===== src/rtl/frame_bit_field_access_assert.svh =====
// Assertion macros used by the frame bit field access sequencer.
// Expect clk and rst_n in the scope of use.
`ifndef FRAME_BIT_FIELD_ACCESS_ASSERT_SVH
`define FRAME_BIT_FIELD_ACCESS_ASSERT_SVH

// Same-cycle implication.
`define FBA_ASSERT_NOW(label, ante, cons, msg) \
    label: assert property (@(posedge clk) disable iff (!rst_n) (ante) |-> (cons)) \
        else $error(msg);

// Next-cycle implication.
`define FBA_ASSERT_NEXT(label, ante, cons, msg) \
    label: assert property (@(posedge clk) disable iff (!rst_n) (ante) |=> (cons)) \
        else $error(msg);

`endif


===== src/rtl/fba_pkg.sv =====
// Package for the frame bit field access block: types, codes and constants.
// No dependencies.
package fba_pkg;

    localparam int FRAME_BYTES_DEF    = 64;
    localparam int MAX_FIELD_BITS_DEF = 32;
    localparam int BYTE_W             = 7;   // byte number of a bit position
    localparam int LIM_W              = 13;  // holds a byte count up to 8191
    localparam int POS_W              = 10;  // bit position incl. field end
    localparam logic [6:0] FRAME_LEN_RESET = 7'd64;

    typedef enum logic [1:0] {
        ACT_LOAD = 2'd0,
        ACT_READ = 2'd1,
        ACT_GET  = 2'd2,
        ACT_SET  = 2'd3
    } action_t;

    typedef enum logic [1:0] {
        ST_IDLE,
        ST_RUN,
        ST_DRAIN,
        ST_DONE
    } state_t;

    // sequencer to bit slice unit
    typedef struct packed {
        logic       init;   // clear accumulator, load value shifter
        logic       proc;   // a byte from the store is on rd_data
        logic       get;    // extract (1) or insert (0)
        logic [2:0] sh;     // byte bit index of the last field bit in this byte
        logic [3:0] n;      // field bits in this byte, 1..8
        logic       inlim;  // byte lies inside the frame
    } ctl_t;

endpackage


===== src/rtl/fba_store.sv =====
// Frame byte store: one write port, one read port with registered data.
// Depends on nothing but its parameters.
module fba_store #(
    parameter int DEPTH = 64,
    parameter int AW    = 6
) (
    input  logic          clk,
    input  logic          wr_en,
    input  logic [AW-1:0] wr_addr,
    input  logic [7:0]    wr_data,
    input  logic          rd_en,
    input  logic [AW-1:0] rd_addr,
    output logic [7:0]    rd_data
);

    logic [7:0] mem [DEPTH];
    logic [7:0] rd_data_reg;

    always_ff @(posedge clk)
    begin
        if (wr_en)
        begin
            mem[wr_addr] <= wr_data;
        end
    end

    always_ff @(posedge clk)
    begin
        if (rd_en)
        begin
            rd_data_reg <= mem[rd_addr];
        end
    end

    assign rd_data = rd_data_reg;

endmodule


===== src/rtl/fba_slice.sv =====
// Bit slice unit: shifts field bits in or out one byte-sized digit a cycle.
// Depends on fba_pkg.
module fba_slice
    import fba_pkg::*;
#(
    parameter int MAX_FIELD_BITS = MAX_FIELD_BITS_DEF
) (
    input  logic                 clk,
    input  ctl_t                 ctl,
    input  logic [((MAX_FIELD_BITS > 8) ? MAX_FIELD_BITS : 8)-1:0] init_value,
    input  logic [7:0]           rd_data,
    output logic [7:0]           wr_data,
    output logic [31:0]          read_data
);

    localparam int ACC_W = (MAX_FIELD_BITS > 8) ? MAX_FIELD_BITS : 8;

    logic [ACC_W-1:0]    acc_reg, acc_next;
    logic [ACC_W-1:0]    val_reg, val_next;
    logic [7:0]          mask8;
    logic [7:0]          bits;
    logic [7:0]          wmask;
    logic [7:0]          ins;
    logic [ACC_W+31:0]   acc_wide;

    assign mask8 = 8'hff >> (4'd8 - ctl.n);
    assign bits  = ctl.inlim ? ((rd_data >> ctl.sh) & mask8) : 8'd0;
    assign wmask = mask8 << ctl.sh;
    assign ins   = (val_reg[7:0] & mask8) << ctl.sh;
    assign wr_data = (rd_data & ~wmask) | ins;

    always_comb
    begin
        acc_next = acc_reg;
        val_next = val_reg;
        if (ctl.init)
        begin
            acc_next = '0;
            val_next = init_value;
        end
        else if (ctl.proc)
        begin
            if (ctl.get)
            begin
                acc_next = (acc_reg << ctl.n) | ACC_W'(bits);
            end
            else
            begin
                val_next = val_reg >> ctl.n;
            end
        end
    end

    always_ff @(posedge clk)
    begin
        acc_reg <= acc_next;
        val_reg <= val_next;
    end

    assign acc_wide  = {32'd0, acc_reg};
    assign read_data = ctl.get ? acc_wide[31:0] : 32'd0;

endmodule


===== src/rtl/fba_seq.sv =====
// Sequencer: walks the stored bytes a field touches, one per cycle,
// and drives the store ports and the bit slice unit. Depends on fba_pkg and frame_bit_field_access_assert.svh.
module fba_seq
    import fba_pkg::*;
#(
    parameter int FRAME_BYTES    = FRAME_BYTES_DEF,
    parameter int MAX_FIELD_BITS = MAX_FIELD_BITS_DEF
) (
    input  logic        clk,
    input  logic        rst_n,
    input  logic        start,
    input  logic [1:0]  action,
    input  logic [5:0]  byte_index,
    input  logic [8:0]  bit_offset,
    input  logic [5:0]  field_length,
    input  logic [6:0]  frame_length,
    output logic        busy,
    output logic        done,
    output ctl_t        ctl,
    output logic        rd_en,
    output logic [((FRAME_BYTES > 1) ? $clog2(FRAME_BYTES) : 1)-1:0] rd_addr,
    output logic        wr_en,
    output logic [((FRAME_BYTES > 1) ? $clog2(FRAME_BYTES) : 1)-1:0] wr_addr
);

`include "frame_bit_field_access_assert.svh"

    localparam int AW = (FRAME_BYTES > 1) ? $clog2(FRAME_BYTES) : 1;
    localparam logic [LIM_W-1:0] FB   = LIM_W'(FRAME_BYTES);
    localparam logic [6:0]       MAXL = 7'(MAX_FIELD_BITS);

    state_t state_reg, state_next;

    logic [BYTE_W-1:0] cur_reg, cur_next;
    logic [BYTE_W-1:0] stop_reg, stop_next;
    logic [BYTE_W-1:0] first_reg, first_next;
    logic [BYTE_W-1:0] last_reg, last_next;
    logic [2:0]        slo_reg, slo_next;
    logic [2:0]        elo_reg, elo_next;
    logic [LIM_W-1:0]  lim_reg, lim_next;
    logic              get_reg, get_next;
    logic              s1_valid_reg, s1_valid_next;
    logic [2:0]        s1_sh_reg, s1_sh_next;
    logic [3:0]        s1_n_reg, s1_n_next;
    logic              s1_inlim_reg, s1_inlim_next;
    logic [AW-1:0]     s1_addr_reg, s1_addr_next;

    action_t           act;
    logic              accept;
    logic              is_byte;
    logic              is_get;
    logic [6:0]        len_clamp;
    logic [6:0]        len_eff;
    logic [POS_W-1:0]  pos0;
    logic [POS_W-1:0]  pos_end;
    logic [LIM_W-1:0]  fl13;
    logic [LIM_W-1:0]  lim_in;

    logic [2:0]        lo;
    logic [2:0]        hi;
    logic [3:0]        n_cur;
    logic [2:0]        sh_cur;
    logic              inlim_cur;
    logic [AW+BYTE_W-1:0] addr_wide;
    logic [AW-1:0]     addr_cur;

    // item decode at accept
    assign act       = action_t'(action);
    assign accept    = start && (state_reg == ST_IDLE || state_reg == ST_DONE);
    assign is_byte   = (act == ACT_LOAD) || (act == ACT_READ);
    assign is_get    = (act == ACT_READ) || (act == ACT_GET);
    assign len_clamp = ({1'b0, field_length} > MAXL) ? MAXL : {1'b0, field_length};
    assign len_eff   = is_byte ? 7'd8 : len_clamp;
    assign pos0      = is_byte ? {1'b0, byte_index, 3'b000} : {1'b0, bit_offset};
    assign pos_end   = pos0 + {3'b000, len_eff} - 10'd1;
    assign fl13      = {6'd0, frame_length};
    assign lim_in    = is_byte ? FB : ((fl13 < FB) ? fl13 : FB);

    // current byte slice
    assign lo        = (cur_reg == first_reg) ? slo_reg : 3'd0;
    assign hi        = (cur_reg == last_reg) ? elo_reg : 3'd7;
    assign n_cur     = {1'b0, hi} - {1'b0, lo} + 4'd1;
    assign sh_cur    = 3'd7 - hi;
    assign inlim_cur = {6'd0, cur_reg} < lim_reg;
    assign addr_wide = {{AW{1'b0}}, cur_reg};
    assign addr_cur  = addr_wide[AW-1:0];

    always_comb
    begin
        state_next = state_reg;
        unique case (state_reg) inside
            ST_IDLE, ST_DONE:
            begin
                if (accept)
                begin
                    state_next = (len_eff == 7'd0) ? ST_DONE : ST_RUN;
                end
                else
                begin
                    state_next = ST_IDLE;
                end
            end
            ST_RUN:
            begin
                if (cur_reg == stop_reg)
                begin
                    state_next = ST_DRAIN;
                end
            end
            ST_DRAIN:
            begin
                state_next = ST_DONE;
            end
            default:
            begin
                state_next = ST_IDLE;
            end
        endcase
    end

    always_comb
    begin
        cur_next      = cur_reg;
        stop_next     = stop_reg;
        first_next    = first_reg;
        last_next     = last_reg;
        slo_next      = slo_reg;
        elo_next      = elo_reg;
        lim_next      = lim_reg;
        get_next      = get_reg;
        s1_valid_next = (state_reg == ST_RUN);
        s1_sh_next    = sh_cur;
        s1_n_next     = n_cur;
        s1_inlim_next = inlim_cur;
        s1_addr_next  = addr_cur;
        if (accept)
        begin
            first_next = pos0[POS_W-1:3];
            last_next  = pos_end[POS_W-1:3];
            slo_next   = pos0[2:0];
            elo_next   = pos_end[2:0];
            lim_next   = lim_in;
            get_next   = is_get;
            // extract walks forward, insert walks back from the last byte
            cur_next   = is_get ? pos0[POS_W-1:3] : pos_end[POS_W-1:3];
            stop_next  = is_get ? pos_end[POS_W-1:3] : pos0[POS_W-1:3];
        end
        else if (state_reg == ST_RUN && cur_reg != stop_reg)
        begin
            cur_next = get_reg ? cur_reg + 7'd1 : cur_reg - 7'd1;
        end
    end

    always_comb
    begin
        busy      = (state_reg == ST_RUN) || (state_reg == ST_DRAIN);
        done      = (state_reg == ST_DONE);
        rd_en     = (state_reg == ST_RUN) && inlim_cur;
        rd_addr   = addr_cur;
        wr_en     = s1_valid_reg && !get_reg && s1_inlim_reg;
        wr_addr   = s1_addr_reg;
        ctl.init  = accept;
        ctl.proc  = s1_valid_reg;
        ctl.get   = get_reg;
        ctl.sh    = s1_sh_reg;
        ctl.n     = s1_n_reg;
        ctl.inlim = s1_inlim_reg;
    end

    always_ff @(posedge clk or negedge rst_n)
    begin
        if (!rst_n)
        begin
            state_reg    <= ST_IDLE;
            s1_valid_reg <= 1'b0;
            get_reg      <= 1'b0;
        end
        else
        begin
            state_reg    <= state_next;
            s1_valid_reg <= s1_valid_next;
            get_reg      <= get_next;
        end
    end

    always_ff @(posedge clk)
    begin
        cur_reg      <= cur_next;
        stop_reg     <= stop_next;
        first_reg    <= first_next;
        last_reg     <= last_next;
        slo_reg      <= slo_next;
        elo_reg      <= elo_next;
        lim_reg      <= lim_next;
        s1_sh_reg    <= s1_sh_next;
        s1_n_reg     <= s1_n_next;
        s1_inlim_reg <= s1_inlim_next;
        s1_addr_reg  <= s1_addr_next;
    end

    `FBA_ASSERT_NEXT(a_accept_moves, accept, busy || done, "accepted word left no trace")
    `FBA_ASSERT_NOW(a_port_clash, wr_en && rd_en, wr_addr != rd_addr, "read and write same byte")
    `FBA_ASSERT_NOW(a_write_on_get, wr_en, !get_reg, "store written during an extract")
    `FBA_ASSERT_NEXT(a_drain_done, state_reg == ST_DRAIN, done, "drain not followed by strobe")

endmodule


===== src/rtl/frame_bit_field_access.sv =====
// Frame bit field access: byte store holding one frame, with byte load/read
// and MSB-first bit field get/set. After accept the sequencer walks RUN over
// the stored bytes touched (1..5 for fields, 1 for byte actions), then DRAIN,
// then DONE, where done is high; a zero-length field goes straight to DONE.
// A new word is taken in IDLE or in the done cycle, not while busy; no stall
// from the receiver. Reset: frame_length to 64, sequencer idle, store undefined.
module frame_bit_field_access
    import fba_pkg::*;
#(
    parameter int FRAME_BYTES    = FRAME_BYTES_DEF,
    parameter int MAX_FIELD_BITS = MAX_FIELD_BITS_DEF
) (
    input  logic        clk,
    input  logic        rst_n,
    // frame length register
    input  logic        cfg_wr_en,
    input  logic [6:0]  cfg_wr_data,
    // command word
    input  logic        start,
    output logic        busy,
    input  logic [1:0]  action,
    input  logic [5:0]  byte_index,
    input  logic [7:0]  byte_value,
    input  logic [8:0]  bit_offset,
    input  logic [5:0]  field_length,
    input  logic [31:0] field_value,
    // result word, valid while done is high
    output logic        done,
    output logic [31:0] read_data
);

    localparam int AW    = (FRAME_BYTES > 1) ? $clog2(FRAME_BYTES) : 1;
    localparam int ACC_W = (MAX_FIELD_BITS > 8) ? MAX_FIELD_BITS : 8;

    logic [6:0]       frame_length_reg, frame_length_next;
    ctl_t             ctl;
    logic             rd_en;
    logic [AW-1:0]    rd_addr;
    logic             wr_en;
    logic [AW-1:0]    wr_addr;
    logic [7:0]       rd_data;
    logic [7:0]       wr_data;
    logic [31:0]      val32;
    logic [ACC_W-1:0] init_value;

    // frame length register; the user must write it only while idle, the block does not enforce it
    assign frame_length_next = cfg_wr_en ? cfg_wr_data : frame_length_reg;

    always_ff @(posedge clk or negedge rst_n)
    begin
        if (!rst_n)
        begin
            frame_length_reg <= FRAME_LEN_RESET;
        end
        else
        begin
            frame_length_reg <= frame_length_next;
        end
    end

    // load byte becomes an 8-bit insert at byte_index*8
    assign val32      = (action == ACT_LOAD) ? {24'd0, byte_value} : field_value;
    assign init_value = ACC_W'(val32);

    fba_seq #(
        .FRAME_BYTES    (FRAME_BYTES),
        .MAX_FIELD_BITS (MAX_FIELD_BITS)
    ) u_seq (
        .clk          (clk),
        .rst_n        (rst_n),
        .start        (start),
        .action       (action),
        .byte_index   (byte_index),
        .bit_offset   (bit_offset),
        .field_length (field_length),
        .frame_length (frame_length_reg),
        .busy         (busy),
        .done         (done),
        .ctl          (ctl),
        .rd_en        (rd_en),
        .rd_addr      (rd_addr),
        .wr_en        (wr_en),
        .wr_addr      (wr_addr)
    );

    fba_store #(
        .DEPTH (FRAME_BYTES),
        .AW    (AW)
    ) u_store (
        .clk     (clk),
        .wr_en   (wr_en),
        .wr_addr (wr_addr),
        .wr_data (wr_data),
        .rd_en   (rd_en),
        .rd_addr (rd_addr),
        .rd_data (rd_data)
    );

    fba_slice #(
        .MAX_FIELD_BITS (MAX_FIELD_BITS)
    ) u_slice (
        .clk        (clk),
        .ctl        (ctl),
        .init_value (init_value),
        .rd_data    (rd_data),
        .wr_data    (wr_data),
        .read_data  (read_data)
    );

endmodule

===== config.mk =====
export PLATFORM = sky130hd
export DESIGN_NAME = frame_bit_field_access
export DESIGN_NICKNAME = d
export VERILOG_FILES = /design/src/rtl/fba_pkg.sv /design/src/rtl/fba_store.sv /design/src/rtl/fba_slice.sv /design/src/rtl/fba_seq.sv /design/src/rtl/frame_bit_field_access.sv
export VERILOG_INCLUDE_DIRS = /design/src /design/src/rtl
export SDC_FILE = /design/constraint.sdc
export NUM_CORES = 1
export LEC_CHECK = 0
export BUFFER_PORTS_ARGS = -buffer_cell sky130_fd_sc_hd__buf_2
export CORE_AREA = 2 2 278 280
export DETAILED_ROUTE_END_ITERATION = 8
export DIE_AREA = 0 0 280 282
export SLEW_MARGIN = 20
export SYNTH_ARGS = -nofsm -noshare
export SYNTH_HDL_FRONTEND = slang
export SYNTH_SLANG_ARGS = --single-unit

===== constraint.sdc =====
create_clock -name clk -period 7.05 [get_ports clk]
set_clock_uncertainty 0.2 [all_clocks]
set_input_delay 0.3525 -clock clk [delete_from_list [all_inputs] [get_ports clk]]
set_output_delay 0.3525 -clock clk [all_outputs]
set_load 0.1 [all_outputs]

==> impl_results.md <==
- Pins over their slew limit: 0
- Post-DRT Antenna Nets: 0
- Cell Rows: 101
- Clock latency on the worst-skew pair: 630 ps
- Placed insts: 2935
- Leakage: 0.01180 uW
- Status: completed
- Synth Net Count: 2062
- Drt first pass iters: 5
- Clock Tree Buf Depth: 3
- Met3 GRT Util: 2.751%
- Period utilization: 67.17%
- Fin. Hold Viols: 0
- CP Capture Type: register
- H-tree Lvls: 3
- Vias per cell: 5.733
- Number of I/O pins: 108
- Syn. warnings: 0
- Die height: 282 um
- Sequential-to-total area share from yosys stat: 63.00%
- Post-route insts no fill: 3142
- RSZ-0062 raised after global routing: false
- Mapped Cells: 1947
- Pre-CTS WS: 2421 ps
- First-pass GRT wire length: 108.8 mm
- # setup viols final: 0
- Tot GR Track Use: 18.05%
- Vias in the first global route: 17630
- Tightest Hold Check Type: in -> reg
- Post-route total power: 16300 uW
- Setup TNS: 0 ps
- Met2 Track Usage GR: 29.99%
- Wire per inst: 22.89 um
- Die width: 280 um
- CP Data Arrival Time: 4800 ps
- Top post-synthesis cells by count: 592 x edfxtp_1, 160 x mux4_2, 139 x nand2_1, 132 x nor2_1, 81 x a21oi_1
- Largest net degree at the start of global routing: 104
- Buffers on Ports: 107
- Synthesized area per cell: 15.47 sq um
- Initial core utilization: 39.79%
- Grt peak-use layer: met2
- DRC errors left: 0
- Clock Sink Count: 649
- CP startpoint kind: register
- Met1 Use GR: 24.90%
- Synthesized area: 0.03012 sq mm
- Worst EP required: 7110 ps
- Post_cts resized: 0
- Yosys top cell by area: edfxtp_1
- WL final: 71.91 mm
- Top cell type's share of synthesized area: 59.03%
- Area grow syn2layout: 15.04%
- Die Area: 0.07896 sq mm
- Most common cell in the netlist: edfxtp_1
- Fmax: 211.2 MHz
- Share of async-settable or async-resettable flops after synthesis: 1.695%
- Hpwl dp: 45.01 mm
- Max VDD drop: 0.4529 mV
- Worst Setup Slack, final: 2315 ps
- Number of enable flip-flop cells after synthesis: 592
- Post-layout min period: 4735 ps
- Drt initial violations: 1813
- Hold WS: 34.80 ps
- Num CTS Buffers: 72
- Worst slew margin: 26.24%
- Ranking of synthesized cells by area: edfxtp_1 59%, mux4_2 12%, dfxtp_1 3.1%
- Slew @ Worst Pin: 1105 ps
- FF+latch count, synth: 649
- CP Max Fanout: 64
- Placer Congestion: 0.8530
- Yosys cell types: 81
- Final #Nets: 2220
- Layout cells sized above 1: 20.85%
- Clock Root Buffer: clkbuf_16
- Initial antenna violation count: 1
- Core area: 0.07570 sq mm
- Total of max-cap violations: 0
- Largest register FFs: 512
- Crit path kind: reg -> reg
- Via count: 18010
- Power Density: 470.6 mW/mm^2
- Worst-path clk slew: 60 ps
- Synth Flop Type: edfxtp_1
- Overflow after GRT: 0
- TritonCTS clock tree: done
==> through the flow <==
stage	instance area [sq um]	utilization [%]
detailed placement	31440	41.53
global placement	31440	41.53
CTS	34630	45.74
finish	34640	45.77
global route	34640	45.76
floorplan	30120	-
==> path summary, 6_finish.rpt <==
path	start	end	slack, ps	depth (start not counted)
max in group asynchronous	rst_n	u_seq.s1_valid_reg$_DFF_PN0_	5540	3
worst max register to register	u_seq.s1_n_reg[2]$_DFF_P_	u_store.mem[22][7]$_DFFE_PP_	2310	8
worst min register to register	u_seq.elo_reg[1]$_DFFE_PP_	u_seq.s1_sh_reg[1]$_DFF_P_	220	1
worst min-delay path	bit_offset[5]	u_seq.stop_reg[2]$_DFFE_PP_	30	3
worst max-delay path	u_seq.s1_n_reg[2]$_DFF_P_	u_store.mem[22][7]$_DFFE_PP_	2310	8
min in group asynchronous	rst_n	frame_length_reg[6]$_DFFE_PN1P_	60	2
==> worst max-delay path, stage by stage (launching register included) <==
cell	delay (ps)
dfxtp_2	1000
inv_2	710
ha_1	680
o41ai_1	180
nor3_2	290
mux2i_1	120
o41ai_1	650
mux2i_4	120
buf_4	340
==> per-layer routing <==
layer | vias to the layer above | part of all wire, %
li1 | 8031 | -
met1 | 9214 | 43
met2 | 651 | 49
met3 | 117 | 5.8
met4 | 0 | 2.3
met5 | - | 0
==> timing repair <==
| action | CTS | global route |
|---|---|---|
| setup buffers | 0 | 0 |
| hold buffers | 74 | 0 |
| hold endpoints to repair | 60 | 0 |
==> cell usage in the layout, fill, tap and decap left out, types with 22 or more instances in the layout <==
cell type / synthesis / final
buf_2: 27 / 107
o21ai_0: 69 / 69
and2_1: 47 / 47
edfxtp_1: 592 / 592
clkbuf_16: 0 / 75
dfxtp_1: 46 / 42
nand2_1: 139 / 138
dlygate4sd3_1: 0 / 74
a21oi_1: 81 / 81
inv_1: 58 / 58
buf_4: 7 / 22
ha_1: 38 / 38
mux2i_1: 49 / 48
nor2_1: 132 / 131
mux4_2: 160 / 160
a22oi_1: 36 / 36
mux4_1: 26 / 26
==> final cells by class <==
cell class	count	area [sq um]
Fill cell	6550	41050
Multi-Input combinational cell	1113	10260
Sequential cell	649	18980
Clock inverter	39	435.4
Antenna cell	1	2.502
Timing Repair Buffer	205	1481
Inverter	64	240.2
Tap cell	978	1224
Clock buffer	93	2014
==> kinds of logic (layout without fill, tap and decap cells) <==
group | Yosys count | after routing | share of synthesized area (%)
fa+ha+maj | 41 | 41 | 1.778
mux | 256 | 256 | 16.65
buf+inv | 185 | 401 | 3.253
compound gates | 324 | 324 | 7.030
flops | 649 | 649 | 63.00
simple gates | 463 | 463 | 7.445
other cells | 0 | 1 | 0
xor+xnor | 29 | 29 | 0.8434
==> where the power goes <==
part           switching [uW]  leakage (uW)  total, uW  internal (uW)
clock                    1570       0.00120       3840           2260
sequential                427       0.00588       6380           5960
combinational            4010       0.00473       6080           2070
Note: power is estimated with default switching activity, not from simulation.
